**src/sv/rit_pkg.sv**
```systemverilog
// ----------------------------------------------------------------------------
// rit_pkg: shared types and constants of the report interval tracker
// Status codes, clamp limits, register indexes and the stage word passed
// from the estimator to the reload stage.
// ----------------------------------------------------------------------------
`default_nettype none

package rit_pkg;

    localparam int EST_W    = 32;
    localparam int CLAMP_W  = 14;
    localparam int CLK_W    = 8;
    localparam int CNT_W    = 3;
    localparam int SHIFT_W  = 4;
    localparam int STATUS_W = 2;
    localparam int RELOAD_W = 22;
    localparam int CFG_IDX_W = 2;

    localparam logic [STATUS_W-1:0] ST_FIRST   = 2'd0;
    localparam logic [STATUS_W-1:0] ST_UPDATE  = 2'd1;
    localparam logic [STATUS_W-1:0] ST_DROPOUT = 2'd2;
    localparam logic [STATUS_W-1:0] ST_BURST   = 2'd3;

    localparam logic [CFG_IDX_W-1:0] CFG_NOMINAL = 2'd0;
    localparam logic [CFG_IDX_W-1:0] CFG_CLOCK   = 2'd1;
    localparam logic [CFG_IDX_W-1:0] CFG_MIN_REP = 2'd2;
    localparam logic [CFG_IDX_W-1:0] CFG_SHIFT   = 2'd3;

    localparam logic [CLAMP_W-1:0] LDVAL_US_MIN = 14'd125;
    localparam logic [CLAMP_W-1:0] LDVAL_US_MAX = 14'd10000;
    localparam logic [CNT_W-1:0]   COUNT_MAX    = 3'd7;

    // Estimator result on its way to the reload stage
    typedef struct packed {
        logic                  confident;
        logic [STATUS_W-1:0]   status;
        logic [EST_W-1:0]      estimate;
        logic [CLAMP_W-1:0]    est_clamped;
    } t_stage;

    function automatic logic [CLAMP_W-1:0] clamp_us(input logic [EST_W-1:0] v);
        logic [CLAMP_W-1:0] r;
        if (v < EST_W'(LDVAL_US_MIN)) begin
            r = LDVAL_US_MIN;
        end else if (v > EST_W'(LDVAL_US_MAX)) begin
            r = LDVAL_US_MAX;
        end else begin
            r = v[CLAMP_W-1:0];
        end
        return r;
    endfunction

endpackage

`default_nettype wire

```
**src/sv/rit_reload.sv**
```systemverilog
// ----------------------------------------------------------------------------
// rit_reload: timer reload stage and output register
// Multiplies the clamped estimate by the timer clock, less one (zero for an
// unconfident word), and holds the result word until the sink takes it.
// ----------------------------------------------------------------------------
`default_nettype none

module rit_reload (
    input  wire logic                      i_clk,
    input  wire logic                      i_rst_n,
    input  wire logic                      i_valid,
    input  wire rit_pkg::t_stage           i_stage,
    input  wire logic [rit_pkg::CLK_W-1:0] i_clock_mhz,
    output logic                           o_ready,
    output logic                           o_tvalid,
    input  wire logic                      i_tready,
    // tdata: interval_estimate_us[31:0], timer_reload[53:32], zero pad[55:54]
    output logic [55:0]                    o_tdata,
    // tuser: arrival_status[1:0]
    output logic [rit_pkg::STATUS_W-1:0]   o_tuser
);
    import rit_pkg::*;

    logic                  r_valid;
    logic [EST_W-1:0]      r_est;
    logic [STATUS_W-1:0]   r_status;
    logic [RELOAD_W-1:0]   r_reload;
    logic [RELOAD_W-1:0]   n_reload;
    logic [RELOAD_W-1:0]   prod;
    logic                  take;

    assign o_ready = !r_valid || i_tready;
    assign take    = i_valid && o_ready;

    always_comb begin
        prod = RELOAD_W'(i_stage.est_clamped) * RELOAD_W'(i_clock_mhz);
        if (i_stage.confident && (prod != '0)) begin
            n_reload = prod - RELOAD_W'(1);
        end else begin
            n_reload = '0;
        end
    end

    always_ff @(posedge i_clk) begin
        if (!i_rst_n) begin
            r_valid <= 1'b0;
        end else if (o_ready) begin
            r_valid <= i_valid;
        end
    end

    always_ff @(posedge i_clk) begin
        if (take) begin
            r_est    <= i_stage.estimate;
            r_status <= i_stage.status;
            r_reload <= n_reload;
        end
    end

    assign o_tvalid = r_valid;
    assign o_tdata  = {2'b00, r_reload, r_est};
    assign o_tuser  = r_status;

    // an unconfident word always carries a zero reload
    a_unconf_zero: assert property (@(posedge i_clk) disable iff (!i_rst_n)
        take && !i_stage.confident |=> o_tdata[53:32] == '0)
        else $error("reload given before confidence");

    // reload never exceeds clamp limit times clock
    a_reload_max: assert property (@(posedge i_clk) disable iff (!i_rst_n)
        take |=> r_reload <= RELOAD_W'(LDVAL_US_MAX) * RELOAD_W'($past(i_clock_mhz)))
        else $error("reload out of range");

endmodule

`default_nettype wire

```
**src/sv/report_interval_tracker.sv**
```systemverilog
// ----------------------------------------------------------------------------
// report_interval_tracker: report interval estimator with outlier rejection
// Smooths the gap between report timestamps, rejects dropouts and bursts,
// and derives a periodic timer reload value.
// ----------------------------------------------------------------------------
//  channel   direction  width  content
//  s_axis    in         32     arrival_time_us
//  m_axis    out        56+2   estimate, timer_reload (tdata); status (tuser)
//  cfg       in         2+14   register index, write data
//
//  One word per cycle sustained while the output is not stalled.
//  The estimate and timestamp update complete in the cycle a word is taken,
//  the reload multiply sits in the second stage before the output register.
//  Reset is synchronous and loads the register defaults and a 1000 us estimate.
//  A stalled output holds its word; the input keeps flowing into the stage
//  register until that register is also full.
// ----------------------------------------------------------------------------
`default_nettype none

module report_interval_tracker (
    input  wire logic                          i_clk,
    input  wire logic                          i_rst_n,
    input  wire logic                          s_axis_tvalid,
    output logic                               s_axis_tready,
    // tdata: arrival_time_us[31:0]
    input  wire logic [31:0]                   s_axis_tdata,
    output logic                               m_axis_tvalid,
    input  wire logic                          m_axis_tready,
    // tdata: interval_estimate_us[31:0], timer_reload[53:32], zero pad[55:54]
    output logic [55:0]                        m_axis_tdata,
    // tuser: arrival_status[1:0]
    output logic [rit_pkg::STATUS_W-1:0]       m_axis_tuser,
    input  wire logic                          i_cfg_we,
    input  wire logic [rit_pkg::CFG_IDX_W-1:0] i_cfg_addr,
    input  wire logic [13:0]                   i_cfg_wdata
);
    import rit_pkg::*;

    logic [CLK_W-1:0]    r_clock_mhz;
    logic [CNT_W-1:0]    r_min_reports;
    logic [SHIFT_W-1:0]  r_shift;

    logic [EST_W-1:0]    r_prev;
    logic [EST_W-1:0]    r_est;
    logic [CNT_W-1:0]    r_count;

    logic [EST_W-1:0]    n_est;
    logic [CNT_W-1:0]    n_count;
    logic [STATUS_W-1:0] n_status;

    logic                r_s1_valid;
    t_stage              r_s1;
    t_stage              n_s1;

    logic                s_fire;
    logic                rl_ready;
    logic [EST_W-1:0]    dt;
    logic                cur_nz;
    logic                is_drop;
    logic                is_burst;
    logic [EST_W:0]      diff;
    logic [EST_W:0]      step;
    logic [EST_W-1:0]    ewma;

    assign s_axis_tready = !r_s1_valid || rl_ready;
    assign s_fire        = s_axis_tvalid && s_axis_tready;

    always_comb begin
        dt       = s_axis_tdata - r_prev;
        cur_nz   = (r_est != '0);
        is_drop  = cur_nz && ({2'b00, dt} > {r_est, 2'b00});
        is_burst = cur_nz && (dt < {1'b0, r_est[EST_W-1:1]});
        // signed gap error, floor shift, then step toward the gap
        diff     = {1'b0, dt} - {1'b0, r_est};
        step     = $signed(diff) >>> r_shift;
        ewma     = r_est + step[EST_W-1:0];

        n_est    = r_est;
        n_count  = r_count;
        n_status = ST_UPDATE;
        if (r_count == '0) begin
            n_count  = CNT_W'(1);
            n_status = ST_FIRST;
        end else if (is_drop) begin
            n_status = ST_DROPOUT;
        end else if (is_burst) begin
            n_status = ST_BURST;
        end else begin
            n_est = cur_nz ? ewma : dt;
            if (r_count < COUNT_MAX) begin
                n_count = r_count + CNT_W'(1);
            end
        end

        n_s1.confident   = (n_count >= r_min_reports) && (n_est != '0);
        n_s1.status      = n_status;
        n_s1.estimate    = n_est;
        n_s1.est_clamped = clamp_us(n_est);
    end

    // configuration and tracker state
    always_ff @(posedge i_clk) begin
        if (!i_rst_n) begin
            r_clock_mhz   <= CLK_W'(24);
            r_min_reports <= CNT_W'(5);
            r_shift       <= SHIFT_W'(4);
            r_prev        <= '0;
            r_est         <= EST_W'(1000);
            r_count       <= '0;
        end else begin
            if (s_fire) begin
                r_prev  <= s_axis_tdata;
                r_est   <= n_est;
                r_count <= n_count;
            end
            if (i_cfg_we) begin
                unique case (i_cfg_addr)
                    CFG_NOMINAL: r_est <= EST_W'(clamp_us(EST_W'(i_cfg_wdata)));
                    CFG_CLOCK:   r_clock_mhz   <= i_cfg_wdata[CLK_W-1:0];
                    CFG_MIN_REP: r_min_reports <= i_cfg_wdata[CNT_W-1:0];
                    CFG_SHIFT:   r_shift       <= i_cfg_wdata[SHIFT_W-1:0];
                    default:     r_shift       <= r_shift;
                endcase
            end
        end
    end

    always_ff @(posedge i_clk) begin
        if (!i_rst_n) begin
            r_s1_valid <= 1'b0;
        end else if (s_fire) begin
            r_s1_valid <= 1'b1;
        end else if (rl_ready) begin
            r_s1_valid <= 1'b0;
        end
    end

    always_ff @(posedge i_clk) begin
        if (s_fire) begin
            r_s1 <= n_s1;
        end
    end

    rit_reload u_reload (
        .i_clk       (i_clk),
        .i_rst_n     (i_rst_n),
        .i_valid     (r_s1_valid),
        .i_stage     (r_s1),
        .i_clock_mhz (r_clock_mhz),
        .o_ready     (rl_ready),
        .o_tvalid    (m_axis_tvalid),
        .i_tready    (m_axis_tready),
        .o_tdata     (m_axis_tdata),
        .o_tuser     (m_axis_tuser)
    );

    // count is never zero once a word has been taken
    a_count_live: assert property (@(posedge i_clk) disable iff (!i_rst_n)
        s_fire |=> r_count != '0)
        else $error("count zero after accept");

    // rejected arrivals leave the estimate alone
    a_reject_hold: assert property (@(posedge i_clk) disable iff (!i_rst_n)
        s_fire && !i_cfg_we && (n_status == ST_DROPOUT || n_status == ST_BURST)
        |=> r_est == $past(r_est))
        else $error("estimate moved on rejected arrival");

    // an arrival taken while count was zero is flagged first
    a_first: assert property (@(posedge i_clk) disable iff (!i_rst_n)
        s_fire && (r_count == '0) |=> r_s1.status == ST_FIRST)
        else $error("first arrival not flagged");

    // a held stage word stays while the reload stage is full
    a_s1_hold: assert property (@(posedge i_clk) disable iff (!i_rst_n)
        r_s1_valid && !rl_ready |=> r_s1_valid && $stable(r_s1))
        else $error("stage word lost under stall");

endmodule

`default_nettype wire

```
**config.mk**
```make
export PLATFORM = sky130hd
export DESIGN_NAME = report_interval_tracker
export DESIGN_NICKNAME = d
export VERILOG_FILES = /design/src/sv/rit_pkg.sv /design/src/sv/rit_reload.sv /design/src/sv/report_interval_tracker.sv
export SDC_FILE = /design/constraint.sdc
export NUM_CORES = 1
export LEC_CHECK = 0
export ABC_AREA = 1
export BUFFER_PORTS_ARGS = -buffer_cell sky130_fd_sc_hd__buf_2
export CORE_ASPECT_RATIO = 0.7
export CORE_MARGIN = 2
export CORE_UTILIZATION = 30
export DETAILED_ROUTE_END_ITERATION = 6
export GPL_TIMING_DRIVEN = 1
export HOLD_SLACK_MARGIN = 0.06
export MAX_ROUTING_LAYER = met4
export PLACE_DENSITY = 0.44
export SLEW_MARGIN = 0
export SYNTH_ARGS = -nofsm -noshare
export SYNTH_HDL_FRONTEND = slang
export SYNTH_HIERARCHICAL = 1
export SYNTH_SLANG_ARGS = --single-unit
```
**constraint.sdc**
```tcl
create_clock -name i_clk -period 8.3 [get_ports i_clk]
set_input_delay 0.83 -clock i_clk [delete_from_list [all_inputs] [get_ports i_clk]]
set_output_delay 0.83 -clock i_clk [all_outputs]
set_load 0.01 [all_outputs]
```
# Yosys cells after proc, flatten, opt, wreduce, memory -nomap -nowiden
# Index checks and enable logic that the tools add are counted.
# classes
shift	1
reduce_logical	21
n_eq_ne	3
mul	1
n_lt_le_gt_ge	8
add_sub_neg	5
muxes	18
# op_table
op	n
two-way mux 32 bit	7
nonzero test 32 bit	2
two-way mux 14 bit	3
> comparator 32 x 34 -> 1 bit	1
>>> shifter 33 x 4 -> 32 bit	1
subtractor 32 x 32 -> 33 bit	1
adder 32 bit	1
> comparator 32 x 14 -> 1 bit (second input constant)	1
less-than comparator 32 x 31 -> 1 bit	1
less-than comparator 32 x 7 -> 1 bit (second input constant)	1
subtractor 32 bit	1
multiplier 14 x 8 -> 22 bit	1
nonzero test 22 bit	1
subtractor 22 x 1 -> 22 bit (second input constant)	1
> comparator 14 bit (second input constant)	1
less-than comparator 14 x 7 -> 1 bit (second input constant)	1
two-way mux 3 bit	4
logical AND 1 bit	6
AND reduction 2 bit	3
equality test 2 bit (second input constant)	2
two-way mux 2 bit	2
OR reduction 2 bit	2
adder 3 x 1 -> 3 bit (second input constant)	1
greater-or-equal comparator 3 bit	1
8 further kinds	11
# word_totals
elab_cells	74
register_bits	189
inputBits	53
output_inout_bits	60

# Logic depth before layout (Yosys ltp)
# depth
ltp_word	11
mapped_depth	55
mapped_depth_nobuf	55

# Modules after synthesis
# The synthesis kept the hierarchy.
# modules_own_cells
module	seq_area_each_um2	cells_each	area_each_um2	instances
report_interval_tracker	3133.0	2318	14599.0	1
rit_reload	1701.6	859	6675.2	1

# Worst setup path after synthesis
# OpenSTA, ideal clock, no wires.
# synth_timing
kind	input-to-reg
from	input s_axis_tdata[0]
to	register r_s1[4] (netlist name) (data pin)
setup_slack_ns	1.517
t_required_ns	8.039
arrival_time_ns	6.521
stages	45
n_path_buf	0
setup_time_ns	0.261
path_cell_list	inv_1 > ha_1 > fa_1 > nand3b_1 > nand2_1 > nand2_1 > nand2_1 > a21oi_1 > inv_1 > nand2_1 > nand3_1 > nand2_1 > ha_1 > nand2_1 > nor4_1 > nand2_1 > nand2_1 > a21oi_1 > (+9 left out) > nand2_1 > nor2_1 > inv_1 > nor3_1 > a21oi_1 > or2_2 > nand3_1 > o21ai_0 > nand3b_1 > nand2_1 > nand2_1 > nor2_1 > and2_1 > nand2_1 > nand2_1 > nand2_2 > inv_2 > nand3_1
# synth_via
elab_chain_cells	10
word_cells_on_any_way	15
cone_classes	add/sub (3); order compare (4); shift (1); mux (4); reduce/logical (3)
# synth_rtl
element	line	rtl
start: declaration	report_interval_tracker.sv:26	input wire logic [31:0] s_axis_tdata,
subtractor 32 bit *	report_interval_tracker.sv:69	dt = s_axis_tdata - r_prev;
subtractor 32 x 32 -> 33 bit	report_interval_tracker.sv:74	diff = {1'b0, dt} - {1'b0, r_est};
>>> shifter 33 x 4 -> 32 bit	report_interval_tracker.sv:75	step = $signed(diff) >>> r_shift;
adder 32 bit	report_interval_tracker.sv:76	ewma = r_est + step[EST_W-1:0];
two-way mux 32 bit	report_interval_tracker.sv:89	n_est = cur_nz ? ewma : dt;
two-way mux 32 bit	report_interval_tracker.sv:86	end else if (is_burst) begin
two-way mux 32 bit *	report_interval_tracker.sv:84	end else if (is_drop) begin
two-way mux 32 bit *	report_interval_tracker.sv:81	if (r_count == '0) begin
named net n_est[13]	report_interval_tracker.sv:47	logic [EST_W-1:0] n_est;
less-than comparator 32 x 7 -> 1 bit or > comparator 32 x 14 -> 1 bit (tied branches)	rit_pkg.sv:43, rit_pkg.sv:45	
OR reduction 2 bit (no source line) *	-	
end signal: assignment	report_interval_tracker.sv:140	r_s1 <= n_s1;
end: declaration	report_interval_tracker.sv:52	t_stage r_s1;
# The timed path passes the listed nets; every way through them passes the cells marked *.
# A chain may end at the register's enable or synchronous reset.

# Worst setup path after layout
# layout_timing
from	input s_axis_tdata[0]
to	register r_s1[2] (netlist name) (data pin)
# layout_via
elab_chain_cells	10
word_cells_on_any_way	15
cone_classes	add/sub (3); order compare (4); shift (1); mux (5); reduce/logical (2)
# layout_rtl
element	line	rtl
subtractor 32 bit *	report_interval_tracker.sv:69	
subtractor 32 x 32 -> 33 bit	report_interval_tracker.sv:74	
>>> shifter 33 x 4 -> 32 bit	report_interval_tracker.sv:75	
adder 32 bit	report_interval_tracker.sv:76	
two-way mux 32 bit	report_interval_tracker.sv:89	
two-way mux 32 bit	report_interval_tracker.sv:86	
two-way mux 32 bit *	report_interval_tracker.sv:84	
two-way mux 32 bit *	report_interval_tracker.sv:81	
named net n_est[9]	report_interval_tracker.sv:47	
> comparator 32 x 14 -> 1 bit	rit_pkg.sv:45	end else if (v > EST_W'(LDVAL_US_MAX)) begin
two-way mux 14 bit	rit_pkg.sv:45	
# Marks and branches as above.

==> impl_metrics.env <==
export IMPL_cts_clk_slew_worst_paths_ps=90
export IMPL_die_h_um=227
export IMPL_yosys_area_top_type="edfxtp_1"
export IMPL_tightest_slew_ps=952
export IMPL_syn_inst=3177
export IMPL_cts_max_level=4
export IMPL_io_pins=113
export IMPL_fin_crit_sh_pct=92.7
export IMPL_post_drt_wl_per_cell_um=18.8
export IMPL_die_area_um2=73100
export IMPL_fin_skew_ps=23.5
export IMPL_nets=3762
export IMPL_yosys_top_cells_area="edfxtp_1, nand2_1, ha_1, inv_1, dfxtp_1"
export IMPL_syn_area_per_cell_um2=6.70
export IMPL_ir_drop_mv=0.134
export IMPL_whs_ps=423
export IMPL_criticalPathCategory="input port to flop"
export IMPL_slew_violations=0
export IMPL_start_util_pct=30.4
export IMPL_synth_cell_area_um2=21300
export IMPL_cts_sinks=189
export IMPL_synth_edf_count=105
export IMPL_p_leak_nw=12.8
export IMPL_worst_slack_ps=605
export IMPL_cts_buffers=17
export IMPL_yosys_most_used_dff="edfxtp_1"
export IMPL_drt_initial_drc_count=1990
export IMPL_p_per_area_nw_per_um2=297
export IMPL_port_buffers=110
export IMPL_grt_max_degree=71
export IMPL_drive_above_1_share_pct=14.7
export IMPL_slew_headroom_pct=36.2
export IMPL_maxCapViolCount=0
export IMPL_critPathMaxStageDelay_ps=400
export IMPL_critPathArrivalTime_ps=7920
export IMPL_pre_cts_ws_ps=-354
export IMPL_layout_min_cycle_time_ps=7700
export IMPL_fmax_ghz=0.130
export IMPL_yosysTopAreaCellShare_pct=14.8
export IMPL_grt_pass1_wl_um=124000
export IMPL_grt_overflow=0
export IMPL_grt_pass1_vias=19930
export IMPL_yosysUniqueCellTypes=58
export IMPL_setup_worst_path_end_class="flop"
export IMPL_antenna_left=0
export IMPL_grt_use_total_pct=23.4
export IMPL_ys_seq_area_share_pct=22.7
export IMPL_drt_pass1_iterations=5
export IMPL_hp_class="flop to flop"
export IMPL_path_max_fanout=8
export IMPL_coreArea_um2=70000
export IMPL_cts_tree="done"
export IMPL_area_growth_synth_to_final_pct=17.4
export IMPL_gp_congestion=0.998
export IMPL_critPathRequiredTime_ps=8530
export IMPL_clock_root_buffer="clkbuf_16"
export IMPL_slowest_stage="fa_1"
export IMPL_max_clock_path_buffers=2
export IMPL_ys_warnings_count=6
export IMPL_wl_um=82700
export IMPL_critPathLaunchType="input port"
export IMPL_status="finished clean"
export IMPL_hold_buffers=0
export IMPL_std_cell_rows=81
export IMPL_drc=0
export IMPL_antenna_found_initial=9
export IMPL_vias=21320
export IMPL_final_cell_mix="nand2_1, inv_1, a21oi_1, nand3_1, buf_4"
export IMPL_dpl_hpwl_um=70200
export IMPL_mostFrequentLayoutCell="nand2_1"
export IMPL_finalSetupViolations=0
export IMPL_final_core_util_pct=35.7
export IMPL_vias_per_cell=4.84
export IMPL_async_flop_share_pct=0
export IMPL_rsz0062_at_grt="yes"
export IMPL_synth_seq_cells=189
export IMPL_die_w_um=322
export IMPL_crit_top_cell="nand2_1"
export IMPL_hold_viol_final=0
export IMPL_clock_latency_ps=480
## state kept, by name, summed over array words and instances (netlist names), 3 cells and up
register / count
r_clock_mhz: 8
r_count: 3
r_est: 32
r_min_reports: 3
r_prev: 32
r_s1: 49
r_shift: 4
u_reload/r_est: 32
u_reload/r_reload: 22
## report_power, final
| part | internal (mW) | total [mW] | switching, mW |
|---|---|---|---|
| registers | 1.15 | 1.24 | 0.0895 |
| clock network | 0.424 | 0.910 | 0.486 |
| logic | 1.95 | 5.27 | 3.33 |
| total | 3.52 | 7.42 | 3.90 |
## critical path, delay by kind of cell
family	cells	cell delay (ps)
AOI/OAI and AO/OA	7	1420
buffers and inverters	9	990
adders and majority gates	4	1340
and+or+nand+nor	24	2920
xor gates and xnor gates	2	440
## area by class of cell
class                   count  area, um2
clock inverters            15        216
inverters                 581       2180
repair buffers            323       2150
clock buffers              17        425
diodes                      2       5.00
flip-flops and latches    189       4830
fillers                  7728      45000
well taps                 954       1190
multi-input cells        2320      14000
## cell families (layout without fill, tap and decap cells)
group | count (synthesis) | count (layout) | share of synthesized area [%]
AO/OA/AOI/OAI | 581 | 581 | 15.3
XOR/XNOR | 52 | 52 | 2.14
adder cells (fa/ha/maj) | 277 | 277 | 18.9
buffers and inverters | 669 | 936 | 12.1
flip-flops | 189 | 189 | 22.7
multiplexers | 3 | 3 | 0.141
other | 1 | 4 | 0.0176
AND/OR/NAND/NOR | 1405 | 1405 | 28.6
## cell usage after synthesis, types with 5 or more instances
cell type	n
inv_2	29
nor3_1	28
buf_6	6
o21a_1	9
clkinv_1	7
nand3_2	7
dfxtp_1	84
or2_2	16
fa_1	75
a21oi_2	20
o211ai_1	22
clkbuf_1	66
nand3b_1	16
xnor2_1	20
nand3_1	232
and2_1	8
edfxtp_1	105
a211oi_1	6
nor4_1	12
o21bai_1	15
nand4_1	38
nor2_1	167
nor2_2	16
xor2_1	32
a31oi_1	13
a21oi_1	259
ha_1	202
inv_1	545
buf_2	5
a21o_1	10
nand2_1	825
nor2_4	7
o21ai_0	199
buf_1	7
nand2_2	26
## worst paths after layout
kind	from	to	slack, ps	cells after the start
setup / recovery	s_axis_tdata[0]	r_s1[2]	600	46
hold / removal	r_s1[22]	u_reload/r_est[8]	420	0
setup reg to reg	r_prev[6]	r_s1[2]	870	46
hold reg to reg	r_s1[22]	u_reload/r_est[8]	420	0
## metal layers
| metal | GRT usage [%] | wire [um] | share of wire [%] |
|---|---|---|---|
| met1 | 36.7 | 44800 | 54 |
| met2 | 28.4 | 28600 | 35 |
| met3 | 7.03 | 8110 | 9.8 |
| met4 | 4.25 | 1250 | 1.5 |
| met5 | - | 0 | 0 |
## per-stage QoR
stage                     total power [mW]  TNS, ps  instance area [um2]  instances
after global placement                6.42    -6990                24200       4363
after global routing                  8.08   -0.434                25000       4400
after detailed placement              6.36    -4380                24200       4363
after floorplan                       4.40        0                21300       3178
final                                 7.42        0                25000       4401
after CTS                             7.30        0                24900       4395
## what timing repair did
| item | CTS | global route |
|---|---|---|
| hold endpoints to repair | 0 | 0 |
| resized for setup | 0 | 25 |
| buffers inserted | 0 | 4 |
| setup endpoints to repair | 0 | 17 |
Power figures use the tool's default switching activity.
